`src/hdl/bmd_ram.sv`:
```
`default_nettype none

module bmd_ram #(
  parameter int WIDTH = 8,
  parameter int DEPTH = 16
) (
  input  wire logic                     clk,
  input  wire logic                     wr_en,
  input  wire logic [$clog2(DEPTH)-1:0] wr_addr,
  input  wire logic [WIDTH-1:0]         wr_data,
  input  wire logic [$clog2(DEPTH)-1:0] rd_addr,
  output      logic [WIDTH-1:0]         rd_data
);

  logic [WIDTH-1:0] mem [DEPTH];

  always_ff @(posedge clk) begin
    if (wr_en) begin
      mem[wr_addr] <= wr_data;
    end
    rd_data <= mem[rd_addr];
  end

endmodule

`default_nettype wire

```
`config.mk`:
```
export PLATFORM = sky130hd
export DESIGN_NAME = bmd_ram
export DESIGN_NICKNAME = d
export VERILOG_FILES = /design/src/hdl/bmd_ram.sv
export SDC_FILE = /design/constraint.sdc
export NUM_CORES = 1
export LEC_CHECK = 0
export BUFFER_PORTS_ARGS = -buffer_cell sky130_fd_sc_hd__buf_2
export CAP_MARGIN = 20
export CORE_MARGIN = 3
export CORE_UTILIZATION = 45
export CTS_CLUSTER_DIAMETER = 40
export DETAILED_ROUTE_END_ITERATION = 10
export MAX_ROUTING_LAYER = met4
export PLACE_DENSITY = 0.74
export SLEW_MARGIN = 20
export SYNTH_ARGS = -nofsm -noshare
export SYNTH_HDL_FRONTEND = slang
export SYNTH_SLANG_ARGS = --single-unit
```
`constraint.sdc`:
```
create_clock -name clk -period 2.5 [get_ports clk]
set_input_delay 0.375 -clock clk [delete_from_list [all_inputs] [get_ports clk]]
set_output_delay 0.375 -clock clk [all_outputs]
set_load 0.03 [all_outputs]
```
== Word-level counts from Yosys, hierarchy flattened ==
Memory sizes are Yosys's and may differ from the RTL's. A register that Yosys moved wholly into a read port is not among the register bits.
Cells that the tools add are included.
Widths: inputs -> output; s select.
Cells by class
  $add $sub $neg: 0
  $mul: 0
  divide/modulo/power cells: 0
  order comparisons: 0
  equality and inequality tests: 0
  shift-type cells: 0
  muxes and demuxes: 2
  bitwise gates (word level): 0
  reduce and logical (&&, ||, !) cells: 0
Operators with widths (count)
  $mux 1: 2
Storage, ports and cells
  register bits: 0
  latch bits: 0
  memory bits (writable): 128
  memory bits (read-only): 0
  input port bits: 18
  output and inout port bits: 8
  word-level logic and storage cells: 3
  memories kept: 1
Memories
  mem: words 16, bits a word 8, read ports 1, clocked after Yosys merged registers in 1, write ports 1, line 15  | logic [WIDTH-1:0] mem [DEPTH];

== Longest topological paths before layout ==
  depth after elaboration: 2
  mapped depth: 5
  mapped depth without buffers: 3

== Worst setup path after synthesis ==
Ideal clock, no wire load.
  path kind: input to register
  start point: input port wr_addr[2]
  end point: memory mem[0][0], enable pin
  setup time: 0.383 ns
  arrival time: 1.485 ns
  data required time: 2.117 ns
  slack: 0.632 ns
  stages: 2
  path buffers: 0
  path through: or3b_2 nor3_1
RTL lines
  start, declared: line 9  | input wire logic [$clog2(DEPTH)-1:0] wr_addr,
  end, declared: line 15
No word-level cell before the write port.

==> metrics <==
Worst path top cell family by delay=multiplexers; fill cell count=805; DRC=0; max-cap violations=0; WP buf/inv=2; wire per inst=23.1 um; Final #Nets=roughly 300; post_cts resized=0; final std cells w/o fill=~440; Pre-antenna DRT Iters=4; min-delay worst type=in2reg; Yosys top cell area share=0.747; status=finished clean; Yosys cell types=19; endpoints failing setup=0; TritonCTS clock tree=built; PD cells=roughly 860 nW/um2; Syn Nets=between 200 and 250; Gate Count Post-Synth=229; Core Box Area=11000 um2; Remaining Overflow, GRT=0; Final Skew=between 0.008 and 0.009 ns; Final Max Tran Viols=0; Root Driver=clkbuf_16; type of the worst setup path=in2reg; CP Capture Type=flop; startpoint types=input port; VDD IR max=between 0.6 and 0.7 mV; H-tree depth=4; io pins=26; Die Ht=roughly 110 um; 1st-iter DRT viols=230; Port Buf Inserts=25; clk_lat worst skew=about 0.4 ns; largest net degree at the start of global routing=33; Synth Flop Type=edfxtp_1; crit-path max FO=32; TritonCTS buffer count=17; slowest CP cell=mux4_1; GRT Util Overall=0.174; Leakage=approximately 0.0021 uW; Mean Syn Cell Area=around 22 um2; Synth async-reset ratio=0; first-pass GRT wire length=about 15 mm; drt total wl=between 10 and 15 mm; Rows=38; P&R area growth vs syn=18.4%; worst-margin pin slew=between 0.8 and 0.9 ns; RePlAce Congestion=about 0.79; Post-synth EDFFs=~130; die area=~13000 um2; Peak Freq=just over 700 MHz; vias in the first global route=2516; Reg clk slew, reported paths=approximately 0.060 ns; DR vias/cell=about 5.7; post-DP HPWL=approximately 6.0 mm; Area contributors post-synth=edfxtp_1 75%, mux4_2 7.9%, mux4_1 7.1%, dfxtp_1 3.1%, a22oi_1 2.3%; vias after detailed routing=around 2500; final hold vios=0; Crit path required time=~2.8 ns; antenna-violating nets left=0; min Tclk post-route=~1.4 ns; crit path DAT=approximately 1.7 ns; RSZ-0062 raised after global routing=no; post-CTS setup buffers=0; antenna violations before repair=1; total chip power=around 5200 uW; post-synthesis sequential area ratio=0.778; Util after Layout=0.553; TNS Setup=0 ns; buffer levels on the longest clock path=2; chip width=roughly 110 um; layout cells sized above 1=0.313; hold buffers post-CTS=0; register area=4000 um2; Final period util=0.566; Seq cells post-synth=136; YS warnings=0; post-synth top area cell=edfxtp_1; Placed Cells=roughly 400; multi-input logic area=roughly 1100 um2; Cell Area, Synth=about 5000 um2; Initial Util=0.467; total clock sinks=approximately 140; crit path cell chain=buf_2 > buf_12 > mux4_1 > a22oi_1 > nand2_1; delay of the slowest critical-path stage=0.65 ns; slew margin rel.=0.460
## final timing paths
kind	cells past startpoint	slack (ns)	startpoint	end
setup / recovery	5	1.09	rd_addr[0]	rd_data[5]
hold / removal	1	0.35	wr_data[1]	mem[6][1]
setup reg to reg	3	1.13	mem[1][1]	rd_data[1]
hold reg to reg	3	0.67	mem[15][1]	rd_data[1]
## worst reg2reg max path: cells and delay by family (launching register included)
kind | cells | cell delay [ns]
flops | 1 | 0.38
compound gates | 1 | 0.27
mux | 1 | 0.53
simple gates | 1 | 0.08
## power by group
group / leakage, uW / switching, uW / internal (uW)
combinational: 0.000571 / 159 / 99.8
clock: 0.000275 / 888 / 1510
sequential: 0.00122 / 16.9 / 2550
total: 0.00207 / 1060 / 4160
## layout make-up
| cell class | instances | share of cell area |
|---|---|---|
| Antenna cell | 1 | 0.000411 |
| Clock buffer | 20 | 0.0749 |
| Clock inverter | 12 | 0.0207 |
| Multi-Input combinational cell | 83 | 0.173 |
| Sequential cell | 136 | 0.657 |
| Tap cell | 140 | 0.0287 |
| Timing Repair Buffer | 43 | 0.0448 |
## cell usage in the layout (no fill, tap or decap), types with 3 or more instances in the layout
cell type / instances
buf_2: 25
buf_4: 17
dfxtp_1: 8
clkbuf_16: 17
nor3_1: 4
edfxtp_1: 128
clkinvlp_4: 4
clkinv_2: 3
mux4_2: 18
mux4_1: 14
a22oi_1: 16
nor2_1: 13
nand2_1: 9
## metal layers
metal / vias to the layer above / part of all wire / global-route usage
li1: 1080 / - / -
met1: 1286 / 0.42 / 0.217
met2: 79 / 0.51 / 0.268
met3: 18 / 0.047 / 0.0497
met4: 0 / 0.026 / 0.0745
met5: - / 0 / -
## metrics by stage
stage / setup slack [ns] / area, um2 / hold slack, ns
CTS: 1.07 / 6090 / 0.339
global placement: 0.676 / 5510 / 0.651
global route: 1.01 / 6090 / 0.346
detailed placement: 0.671 / 5510 / 0.668
finish: 1.09 / 6090 / 0.349
floorplan: 0.632 / 5150 / 0.474
## state kept, by name, indices dropped and copies added (netlist names)
signal   count
mem        128
rd_data      8
## cells by family (layout without fill, tap and decap cells)
family	after synthesis	count (layout)	share of synthesized area
flops	136	136	0.778
mux	32	32	0.150
buf+inv	10	75	0.0168
simple gates	35	35	0.0318
compound gates	16	16	0.0233
other cells	0	1	0
## Yosys cell counts, types with 2 or more instances
cell type	n
clkdlybuf4s25_2	3
buf_2	3
edfxtp_1	128
a22oi_1	16
nand3b_1	2
dfxtp_1	8
mux4_2	18
buf_6	3
nand2_1	9
mux4_1	14
nor2_1	13
nor3_1	4
nand2b_1	2
Power figures use the tool's default switching activity.
